$ cat src/design/mwcd_pkg.sv
// Package for the multi-window customer dispatcher.
// Holds the request and result payload types, register indexes, codes and FSM states.
// No dependencies.
package mwcd_pkg;

   // Field widths
   localparam int MINUTE_W  = 12;
   localparam int SERVICE_W = 8;
   localparam int WINDOW_W  = 3;
   localparam int STATUS_W  = 2;
   localparam int CSR_IDX_W = 2;
   localparam int CSR_DAT_W = 12;
   localparam int USED_W    = 4;

   // Parameter defaults
   localparam int DEFAULT_WINDOWS     = 8;
   localparam int DEFAULT_QUEUE_DEPTH = 16;

   // Register reset values and the minute saturation limit
   localparam logic              MODE_RESET    = 1'b0;
   localparam logic [USED_W-1:0] USED_RESET    = USED_W'(4);
   localparam logic [MINUTE_W-1:0] CLOSE_RESET = MINUTE_W'(17 * 60);
   localparam logic [MINUTE_W-1:0] MINUTE_MAX  = '1;

   // Configuration register indexes
   localparam logic [CSR_IDX_W-1:0] CSR_MODE    = 2'd0;
   localparam logic [CSR_IDX_W-1:0] CSR_WINDOWS = 2'd1;
   localparam logic [CSR_IDX_W-1:0] CSR_CLOSING = 2'd2;

   // Request operations
   localparam logic OP_ARRIVAL = 1'b0;
   localparam logic OP_CLEAR   = 1'b1;

   // Dispatch modes
   localparam logic MODE_FEWEST   = 1'b0;
   localparam logic MODE_EARLIEST = 1'b1;

   // Result status codes
   localparam logic [STATUS_W-1:0] STATUS_SERVED  = 2'd0;
   localparam logic [STATUS_W-1:0] STATUS_QUEUED  = 2'd1;
   localparam logic [STATUS_W-1:0] STATUS_CLOSED  = 2'd2;
   localparam logic [STATUS_W-1:0] STATUS_FULL    = 2'd3;

   typedef struct packed {
      logic                 op;
      logic [MINUTE_W-1:0]  arrival_minute;
      logic [SERVICE_W-1:0] service_minutes;
   } req_type;

   typedef struct packed {
      logic [WINDOW_W-1:0] window;
      logic [MINUTE_W-1:0] wait_minutes;
      logic [MINUTE_W-1:0] start_minute;
      logic [MINUTE_W-1:0] finish_minute;
      logic [STATUS_W-1:0] status;
   } rsp_type;

   typedef enum logic [2:0] {
      S_IDLE,
      S_RET_RD,
      S_RET_CMP,
      S_SEL_RD,
      S_SEL_CMP,
      S_DONE
   } state_type;

endpackage

$ cat src/design/multi_window_customer_dispatcher_unit.sv
// Multi-window customer dispatcher: per-window FIFOs of finish minutes in one RAM.
// Depends on mwcd_pkg.
//
// Usage:
//   Request channel: drive req_data and raise start; the request is taken at a
//   clock edge where start is high and busy is low. op clear empties all
//   windows in that same edge and gives no result. An arrival gives exactly one
//   result: rsp_valid is high for one cycle with rsp_data, and the receiver
//   must take it then (it cannot stall).
//   CSR channel: csr_ready is always high; write mode, window count and
//   closing minute only while the block is idle.
//   Timing: an arrival runs a retire pass over all WINDOWS windows, popping
//   every entry whose finish minute is at or before the arrival minute, then
//   a select pass that stops at the first empty window in use or at the last
//   window in use, then a done state that registers the result. The length
//   of a dispatch is set by the single read port of the finish-time RAM,
//   which is read once per window front, once per retired entry and once per
//   window tail.
//   Throughput: busy drops in the cycle of the result strobe, so the next
//   request can be taken at the edge that takes the result; a clear does not make the block busy.
//   Reset: synchronous; all windows are empty, configuration registers take their defaults.
module multi_window_customer_dispatcher_unit
   import mwcd_pkg::*;
#(
   parameter int WINDOWS     = DEFAULT_WINDOWS,
   parameter int QUEUE_DEPTH = DEFAULT_QUEUE_DEPTH
) (
   input  logic                 clock,
   input  logic                 reset,
   input  logic                 start,
   output logic                 busy,
   input  req_type              req_data,
   output logic                 rsp_valid,
   output rsp_type              rsp_data,
   input  logic                 csr_valid,
   output logic                 csr_ready,
   input  logic [CSR_IDX_W-1:0] csr_index,
   input  logic [CSR_DAT_W-1:0] csr_wdata
);

   localparam int WIN_W  = (WINDOWS > 1) ? $clog2(WINDOWS) : 1;
   localparam int HEAD_W = $clog2(QUEUE_DEPTH);
   localparam int CNT_W  = $clog2(QUEUE_DEPTH + 1);
   localparam int SUM_W  = CNT_W + 1;
   localparam int SLOTS  = WINDOWS * QUEUE_DEPTH;
   localparam int ADDR_W = $clog2(SLOTS);
   localparam int LIM_W  = USED_W + 1;

   // Control state
   state_type state_ff, state_in;
   logic [WIN_W-1:0]  win_ff;
   logic [HEAD_W-1:0] head_ff  [WINDOWS];
   logic [CNT_W-1:0]  count_ff [WINDOWS];

   // Configuration
   logic                mode_ff;
   logic [USED_W-1:0]   used_ff;
   logic [MINUTE_W-1:0] closing_ff;

   // Per-request working registers
   logic [MINUTE_W-1:0]  arrival_ff;
   logic [SERVICE_W-1:0] service_ff;
   logic                 found_ff;
   logic [WIN_W-1:0]     best_ff;
   logic [CNT_W-1:0]     best_count_ff;
   logic [HEAD_W-1:0]    best_head_ff;
   logic [MINUTE_W-1:0]  best_tail_ff;

   // Finish-time RAM
   logic [MINUTE_W-1:0] mem [SLOTS];
   logic [MINUTE_W-1:0] rd_data_ff;
   logic [ADDR_W-1:0]   rd_addr;
   logic [ADDR_W-1:0]   wr_addr;
   logic                mem_we;

   logic    rsp_valid_ff;
   rsp_type rsp_data_ff;

   // Window currently addressed by the scan
   logic [HEAD_W-1:0] cur_head;
   logic [CNT_W-1:0]  cur_count;
   logic [HEAD_W-1:0] head_next;
   logic [SUM_W-1:0]  tail_sum;
   logic [HEAD_W-1:0] tail_idx;
   logic [SUM_W-1:0]  wr_sum;
   logic [HEAD_W-1:0] wr_idx;
   logic              accept;
   logic              do_clear;
   logic              pop;
   logic              last_all;
   logic              last_used;
   logic              better;
   logic [LIM_W-1:0]  used_eff;

   // Result arithmetic
   logic [MINUTE_W-1:0] start_min;
   logic [MINUTE_W:0]   finish_sum;
   logic [MINUTE_W-1:0] finish_min;
   logic [MINUTE_W-1:0] wait_min;
   logic                refuse_closed;
   logic                refuse_full;
   logic [STATUS_W-1:0] status;

   assign accept    = start && !busy;
   assign do_clear  = accept && (req_data.op == OP_CLEAR);
   assign csr_ready = 1'b1;

   assign cur_head  = head_ff[win_ff];
   assign cur_count = count_ff[win_ff];
   assign head_next = (cur_head == HEAD_W'(QUEUE_DEPTH - 1)) ? '0 : cur_head + 1'b1;

   // Tail slot of the addressed window: (head + count - 1) mod depth, or head when empty
   assign tail_sum = (cur_count == '0) ? SUM_W'(cur_head)
                                       : SUM_W'(cur_head) + SUM_W'(cur_count) - SUM_W'(1);
   assign tail_idx = (tail_sum >= SUM_W'(QUEUE_DEPTH)) ?
                     HEAD_W'(tail_sum - SUM_W'(QUEUE_DEPTH)) : HEAD_W'(tail_sum);

   // Append slot of the chosen window: (head + count) mod depth
   assign wr_sum = SUM_W'(best_head_ff) + SUM_W'(best_count_ff);
   assign wr_idx = (wr_sum >= SUM_W'(QUEUE_DEPTH)) ?
                   HEAD_W'(wr_sum - SUM_W'(QUEUE_DEPTH)) : HEAD_W'(wr_sum);
   assign wr_addr = ADDR_W'(best_ff) * ADDR_W'(QUEUE_DEPTH) + ADDR_W'(wr_idx);

   // Clamp the window count to 1..WINDOWS
   always_comb begin
      if (used_ff == '0) begin
         used_eff = LIM_W'(1);
      end else if (LIM_W'(used_ff) > LIM_W'(WINDOWS)) begin
         used_eff = LIM_W'(WINDOWS);
      end else begin
         used_eff = LIM_W'(used_ff);
      end
   end

   assign pop       = (cur_count != '0) && (rd_data_ff <= arrival_ff);
   assign last_all  = (win_ff == WIN_W'(WINDOWS - 1));
   assign last_used = (LIM_W'(win_ff) == used_eff - LIM_W'(1));
   assign better    = (mode_ff == MODE_EARLIEST) ? (rd_data_ff < best_tail_ff)
                                                 : (cur_count < best_count_ff);

   // Start, wait, finish and status of the chosen window
   assign start_min     = found_ff ? arrival_ff : best_tail_ff;
   assign wait_min      = (start_min >= arrival_ff) ? start_min - arrival_ff : '0;
   assign finish_sum    = (MINUTE_W + 1)'(start_min) + (MINUTE_W + 1)'(service_ff);
   assign finish_min    = finish_sum[MINUTE_W] ? MINUTE_MAX : finish_sum[MINUTE_W-1:0];
   assign refuse_closed = (start_min >= closing_ff);
   assign refuse_full   = (best_count_ff >= CNT_W'(QUEUE_DEPTH));

   always_comb begin
      if (refuse_closed) begin
         status = STATUS_CLOSED;
      end else if (refuse_full) begin
         status = STATUS_FULL;
      end else if (found_ff) begin
         status = STATUS_SERVED;
      end else begin
         status = STATUS_QUEUED;
      end
   end

   // Next state
   always_comb begin
      state_in = state_ff;
      case (state_ff)
         S_IDLE: begin
            if (accept && req_data.op == OP_ARRIVAL) state_in = S_RET_RD;
         end
         S_RET_RD:  state_in = S_RET_CMP;
         S_RET_CMP: begin
            if (pop || !last_all) state_in = S_RET_RD;
            else state_in = S_SEL_RD;
         end
         S_SEL_RD:  state_in = S_SEL_CMP;
         S_SEL_CMP: begin
            if (cur_count == '0 || last_used) state_in = S_DONE;
            else state_in = S_SEL_RD;
         end
         S_DONE:    state_in = S_IDLE;
         default:   state_in = S_IDLE;
      endcase
   end

   // FSM outputs: busy, RAM read address and write enable
   always_comb begin
      busy    = 1'b1;
      mem_we  = 1'b0;
      rd_addr = ADDR_W'(win_ff) * ADDR_W'(QUEUE_DEPTH) + ADDR_W'(cur_head);
      case (state_ff)
         S_IDLE:    busy = 1'b0;
         S_RET_RD:  ;
         S_RET_CMP: ;
         S_SEL_RD:  rd_addr = ADDR_W'(win_ff) * ADDR_W'(QUEUE_DEPTH) + ADDR_W'(tail_idx);
         S_SEL_CMP: ;
         S_DONE:    mem_we = !refuse_closed && !refuse_full;
         default:   busy = 1'b0;
      endcase
   end

   always_ff @(posedge clock) begin
      if (reset) begin
         state_ff <= S_IDLE;
      end else begin
         state_ff <= state_in;
      end
   end

   // Configuration registers
   always_ff @(posedge clock) begin
      if (reset) begin
         mode_ff    <= MODE_RESET;
         used_ff    <= USED_RESET;
         closing_ff <= CLOSE_RESET;
      end else if (csr_valid && csr_ready) begin
         case (csr_index)
            CSR_MODE:    mode_ff    <= csr_wdata[0];
            CSR_WINDOWS: used_ff    <= csr_wdata[USED_W-1:0];
            CSR_CLOSING: closing_ff <= csr_wdata[MINUTE_W-1:0];
            default:     ;
         endcase
      end
   end

   // Window scan counter
   always_ff @(posedge clock) begin
      if (reset) begin
         win_ff <= '0;
      end else begin
         case (state_ff)
            S_IDLE:    win_ff <= '0;
            S_RET_CMP: begin
               if (!pop) win_ff <= last_all ? '0 : win_ff + 1'b1;
            end
            S_SEL_CMP: win_ff <= win_ff + 1'b1;
            default:   ;
         endcase
      end
   end

   // Head pointers and entry counts
   always_ff @(posedge clock) begin
      if (reset || do_clear) begin
         for (int w = 0; w < WINDOWS; w++) begin
            head_ff[w]  <= '0;
            count_ff[w] <= '0;
         end
      end else if (state_ff == S_RET_CMP && pop) begin
         head_ff[win_ff]  <= head_next;
         count_ff[win_ff] <= cur_count - 1'b1;
      end else if (mem_we) begin
         count_ff[best_ff] <= best_count_ff + 1'b1;
      end
   end

   // Request capture and best-window tracking
   always_ff @(posedge clock) begin
      if (accept) begin
         arrival_ff <= req_data.arrival_minute;
         service_ff <= req_data.service_minutes;
         found_ff   <= 1'b0;
      end else if (state_ff == S_SEL_CMP) begin
         if (cur_count == '0) begin
            found_ff      <= 1'b1;
            best_ff       <= win_ff;
            best_count_ff <= '0;
            best_head_ff  <= cur_head;
         end else if (win_ff == '0 || better) begin
            best_ff       <= win_ff;
            best_count_ff <= cur_count;
            best_head_ff  <= cur_head;
            best_tail_ff  <= rd_data_ff;
         end
      end
   end

   // Finish-time RAM, one read and one write port
   always_ff @(posedge clock) begin
      if (mem_we) mem[wr_addr] <= finish_min;
      rd_data_ff <= mem[rd_addr];
   end

   // Result register
   always_ff @(posedge clock) begin
      if (reset) begin
         rsp_valid_ff <= 1'b0;
      end else begin
         rsp_valid_ff <= (state_ff == S_DONE);
      end
   end

   always_ff @(posedge clock) begin
      if (state_ff == S_DONE) begin
         rsp_data_ff.window        <= WINDOW_W'(best_ff);
         rsp_data_ff.wait_minutes  <= wait_min;
         rsp_data_ff.start_minute  <= start_min;
         rsp_data_ff.finish_minute <= finish_min;
         rsp_data_ff.status        <= status;
      end
   end

   assign rsp_valid = rsp_valid_ff;
   assign rsp_data  = rsp_data_ff;

   // Checks
   a_rsp_after_done: assert property (@(posedge clock) disable iff (reset)
      rsp_valid |-> $past(state_ff == S_DONE))
      else $error("result strobe without a finished dispatch");

   a_arrival_goes_busy: assert property (@(posedge clock) disable iff (reset)
      (accept && req_data.op == OP_ARRIVAL) |=> busy)
      else $error("accepted arrival did not start a dispatch");

   a_served_no_wait: assert property (@(posedge clock) disable iff (reset)
      (rsp_valid && rsp_data.status == STATUS_SERVED) |-> rsp_data.wait_minutes == '0)
      else $error("immediate service reported a wait");

   a_count_bound: assert property (@(posedge clock) disable iff (reset)
      cur_count <= CNT_W'(QUEUE_DEPTH))
      else $error("window entry count above queue depth");

endmodule
$ cat config.mk
export PLATFORM = sky130hd
export DESIGN_NAME = multi_window_customer_dispatcher_unit
export DESIGN_NICKNAME = d
export VERILOG_FILES = /design/src/design/mwcd_pkg.sv /design/src/design/multi_window_customer_dispatcher_unit.sv
export SDC_FILE = /design/constraint.sdc
export NUM_CORES = 2
export LEC_CHECK = 0
export BUFFER_PORTS_ARGS = -buffer_cell sky130_fd_sc_hd__buf_2
export CAP_MARGIN = 20
export CORE_UTILIZATION = 49
export DETAILED_ROUTE_END_ITERATION = 16
export PLACE_DENSITY_LB_ADDON = 0.12
export SLEW_MARGIN = 0
export SYNTH_ARGS = -nofsm -noshare
export SYNTH_HDL_FRONTEND = slang
export SYNTH_SLANG_ARGS = --single-unit
$ cat constraint.sdc
create_clock -name clock -period 8.3 [get_ports clock]
set_input_delay 0.83 -clock clock [delete_from_list [all_inputs] [get_ports clock]]
set_output_delay 0.83 -clock clock [all_outputs]
set_load 0.03 [all_outputs]
## Word level (Yosys, flattened, before mapping)

Memories as Yosys holds them, arrays and structs flattened. A register that Yosys moved wholly into a read port is not among the register bits.
Cells that the tools add are included.

- Input bits: 39
- Logic and storage cells: 144
- Bits in writable memories: 1608
- Memories kept: 3
- Register bits: 110
- Output and inout port bits: 44

Memories:

| memory | words | width | read ports | clocked after memory_dff | wr ports | line | text |
|---|---|---|---|---|---|---|---|
| mem | 128 | 12 | 1 | 1 | 1 | multi_window_customer_dispatcher_unit.sv:70 | `logic [MINUTE_W-1:0] mem [SLOTS];` |
| count_ff | 8 | 5 | 1 | 1 | 8 | multi_window_customer_dispatcher_unit.sv:53 | `logic [CNT_W-1:0] count_ff [WINDOWS];` |
| head_ff | 8 | 4 | 1 | 1 | 8 | multi_window_customer_dispatcher_unit.sv:52 | `logic [HEAD_W-1:0] head_ff [WINDOWS];` |

- Magnitude comparators: 9
- Equal/unequal tests: 12
- Mux-type cells: 49
- Bitwise operators: 3
- $add $sub $neg: 15
- Reduce and logical (&&, ||, !) cells: 34

Operator list:

| operator | number |
|---|---|
| two-way mux 3 bit | 13 |
| two-way mux 4 bit | 7 |
| greater-or-equal comparator 12 bit | 2 |
| two-way mux 12 bit | 2 |
| adder 7 x 4 -> 7 bit | 3 |
| two-way mux 5 bit | 4 |
| two-way mux 1 bit | 18 |
| case mux 3 bit (5 select lines) | 1 |
| OR reduction 5 bit | 3 |
| adder 12 x 8 -> 13 bit | 1 |
| adder 4 x 5 -> 6 bit | 2 |
| greater-or-equal comparator 6 x 5 -> 1 bit, second input constant | 2 |
| less-or-equal comparator 12 bit | 1 |
| less-than comparator 12 bit | 1 |
| subtractor 12 bit | 1 |
| AND reduction 2 bit | 5 |
| subtractor 5 x 1 -> 5 bit, second input constant | 2 |
| equality test 3 bit, second input constant | 3 |
| case mux 3 bit (3 select lines) | 1 |
| subtractor 4 x 1 -> 4 bit, second input constant | 2 |
| two-way mux 7 bit | 1 |
| equality test 3 x 2 -> 1 bit, second input constant | 2 |
| logical AND 1 bit | 6 |
| zero test 3 bit | 2 |
| other kinds (28) | 37 |

## Logic depth before layout (Yosys ltp)

- Depth in word-level cells: 12
- Depth in mapped cells: 23
- Mapped depth without buffers: 15

## Least setup slack after synthesis

Ideal clock, no wire load.

- Path kind: register to register
- Start: register found_ff
- End: memory mem[0][7] (data pin)
- Setup slack: -301 ps
- Clock period less this slack: 8601 ps
- Arrival: 7397 ps
- Library setup time: 1205 ps
- Required time: 7095 ps
- Buffers on the path: 3
- Stages on the path, launching flop included: 14
- Cell sequence: dfxtp_1 clkbuf_1 clkbuf_1 clkbuf_1 nand2_1 o21ai_0 ha_1 a21oi_1 o21ai_0 a21oi_1 o21bai_1 a21oi_1 nor2b_1 o21ai_0

- Cells in the longest elaborated chain, start to end: 3

Ends and longest elaborated chain:

| element | line | text |
|---|---|---|
| start: declaration | multi_window_customer_dispatcher_unit.sv:63 | `logic found_ff;` |
| start signal: assignment | multi_window_customer_dispatcher_unit.sv:259 | `found_ff <= 1'b0;` |
| start signal: assignment | multi_window_customer_dispatcher_unit.sv:262 | `found_ff <= 1'b1;` |
| two-way mux 12 bit | multi_window_customer_dispatcher_unit.sv:142 | `assign start_min = found_ff ? arrival_ff : best_tail_ff;` |
| named net start_min[2] | multi_window_customer_dispatcher_unit.sv:96 | `logic [MINUTE_W-1:0] start_min;` |
| adder 12 x 8 -> 13 bit | multi_window_customer_dispatcher_unit.sv:144 | `assign finish_sum = (MINUTE_W + 1)'(start_min) + (MINUTE_W + 1)'(service_ff);` |
| two-way mux 12 bit | multi_window_customer_dispatcher_unit.sv:145 | `assign finish_min = finish_sum[MINUTE_W] ? MINUTE_MAX : finish_sum[MINUTE_W-1:0];` |
| named net finish_min[7] | multi_window_customer_dispatcher_unit.sv:98 | `logic [MINUTE_W-1:0] finish_min;` |
| end: declaration | multi_window_customer_dispatcher_unit.sv:70 |  |

The timed path passes the listed nets, and every way through them passes these cells.

==> flow_summary.ini <==
[global_route]
grt_max_degree = 130
antenna_found_initial = 3
grt_pass1_vias = 38473
overflow = 0
track_usage = 0.298
grt_first_pass_wirelength_um = 297000

[worst_setup_path]
r2r_slack_ps = 1440
crit_required_ps = 8980
end_kind = flop
reg2reg_to = rd_data_ff[8]$_DFF_P_
cp.arrival_ps = 7540
crit_type = flop to flop
r2r_cells = 17
path_max_fanout = 19
crit_path_end = rd_data_ff[8]$_DFF_P_
startpoint_type = flop

[status]
status = completed

[sta]
min_period_ps = 6860
period_share = 0.826
tns_ps = 0
slew_headroom = 0.255
slew_viol_final = 0
finClkSkew_ps = 31.6
rsz0062_at_grt = false
max_freq_mhz = 146
hold_viol = 0
final-setup-viol-count = 0
tightest_slew_ps = 1110

[synthesis]
synth_top_area_cell = edfxtp_1
synth_ff_type = edfxtp_1
yosys-top-cells-count = 1693 x edfxtp_1, 604 x nand2_1, 289 x nor2_1
synth_edf_count = 1693
yosysMostFrequentCell = edfxtp_1
ys_warn_count = 0
syn_avg_cell_area_um2 = 16.5
synth_async_sr_flop_share = 0
syn_nets = 4328
synth-seq-area-share = 0.742
synth-seq-cells = 1733
syn_inst = 4210
synth_top_area_share = 0.730
synthTopCellsByArea = edfxtp_1 73%, mux4_2 8.4%, nand2_1 3.3%, nor2_1 1.6%, nand3_1 1.5%
syn_area_um2 = 69600
synth_cell_types = 82

[placed_design]
gp_congestion = 1.02
io_buffers = 81
dp_hpwl_um = 140000
place_area_um2 = 73500
place_inst = 6198

[clock_tree]
post-cts-setup-buffers = 0
h-tree-depth = 4
clkTransAtPathRegs_ps = 60
clockRootBuffer = clkbuf_16
cts_hold_buf = 0
cts-resized-gates = 0
cts_buffer_depth = 3
cts_tree = done
clk_latency_ps = 820
numClockSinks = 1733
cts_buffers = 176

[finish]
final_area_um2 = 79200
fin_cells = 6526
fin_nets = 4620
drive_above_1_share = 0.192
area_growth_pct = 13.8

[route]
drt_first_iter_violations = 6117
vias_per_cell = 6.25
drcViolationCount = 0
ant_nets = 0
wl_per_cell_um = 32.7
routed_wl_um = 213000
via_count = 40815
drt_first_pass_iters = 6

[die]
die_y_um = 379
die_width_um = 379
start_util = 0.497
rows = 137
dieArea_um2 = 144000
core_um2 = 140000
pin_count = 83

[job]
maxCapViolCount = 0

[power]
ir_drop_mv = 0.187
power_density_nw_per_um2 = 237
power_leakage_nw = 26.5

[worst_hold_path]
hold_path.class = input port to flop
worstHoldStart = req_data[18]
## cells in the final DEF, fill, tap and decap left out, types with 75 or more instances in the layout
| cell | count |
|---|---|
| edfxtp_1 | 1693 |
| nand2_1 | 594 |
| nor2_1 | 280 |
| mux4_2 | 261 |
| buf_4 | 217 |
| nand3_1 | 214 |
| clkbuf_16 | 178 |
| a21oi_1 | 108 |
| a22oi_1 | 85 |
| buf_2 | 82 |
| inv_1 | 81 |
| ha_1 | 75 |
## metal layers
layer,up-vias,global-route usage,part of all wire
li1,16973,-,-
met1,21066,0.438,0.41
met2,2352,0.420,0.43
met3,422,0.0782,0.11
met4,2,0.127,0.046
met5,-,0,0.000061
## report_power, final
part	total, W	internal, W	switching, W
combinational	0.00120	0.000349	0.000849
clock	0.00780	0.00440	0.00341
sequential	0.00976	0.00971	0.0000445
total	0.0188	0.0145	0.00430
## kinds of logic (layout without fill, tap and decap cells)
family,Yosys count,count (layout),synth area share
AO/OA/AOI/OAI,442,442,0.0436
XOR/XNOR,30,30,0.00377
adder cells (fa/ha/maj),79,79,0.0146
buffers and inverters,296,731,0.0214
flip-flops,1733,1733,0.742
multiplexers,316,316,0.0928
other,1,6,0.0000539
AND/OR/NAND/NOR,1313,1313,0.0821
## layout make-up
cell class                 count  area [um2]
tap                         1876        2350
fill                       11119       61000
sequential                  1733       51600
inverter                      85         319
multi-input combinational   2181       16800
timing repair buffer         325        2500
clock inverter                98         972
clock buffer                 223        4650
antenna                        5        12.5
## metrics by stage
stage | util | setup WS, ps | total power [W] | hold slack [ps]
2_1_floorplan | - | 338 | 0.0106 | 421
3_3_place_gp | 0.523 | 1250 | 0.0111 | 451
3_5_place_dp | 0.524 | 1650 | 0.0111 | 459
4_1_cts | 0.565 | 1580 | 0.0188 | 130
5_1_grt | 0.565 | 1240 | 0.0192 | 151
6_report | 0.565 | 1440 | 0.0188 | 188
## how the worst min path moves through the flow
stage | endpoint | slack, ps | cells past startpoint
after floorplan | best_tail_ff[0]$_DFFE_PP_ | 420 | 0
after global routing | arrival_ff[10]$_DFFE_PP_ | 150 | 1
after CTS | service_ff[6]$_DFFE_PP_ | 130 | 1
final | arrival_ff[10]$_DFFE_PP_ | 190 | 1
after detailed placement | closing_ff[1]$_SDFFE_PP0P_ | 460 | 2
after global placement | closing_ff[11]$_SDFFE_PP0P_ | 450 | 2
## flip-flops by register name, indices dropped and copies added, names as in the netlist, 8 cells and up, named ones only
register and flops:
best_tail_ff 12, count_ff 40, rsp_data 41, rd_data_ff 12, arrival_ff 12, head_ff 32, mem 1536, service_ff 8
closing_ff 12
## critical path, cell delays in order (launching register included)
cell	delay (ps)
dfxtp_1	960
mux4_2	590
mux2i_1	570
ha_1	280
inv_1	50
ha_1	210
fa_1	430
xor2_1	320
xnor2_1	180
a31oi_1	200
nor2_4	590
buf_4	330
nor3_2	70
buf_4	220
a22oi_1	260
nand4_1	290
or4_1	610
or4_1	520
(Power assumes the default switching activity.)
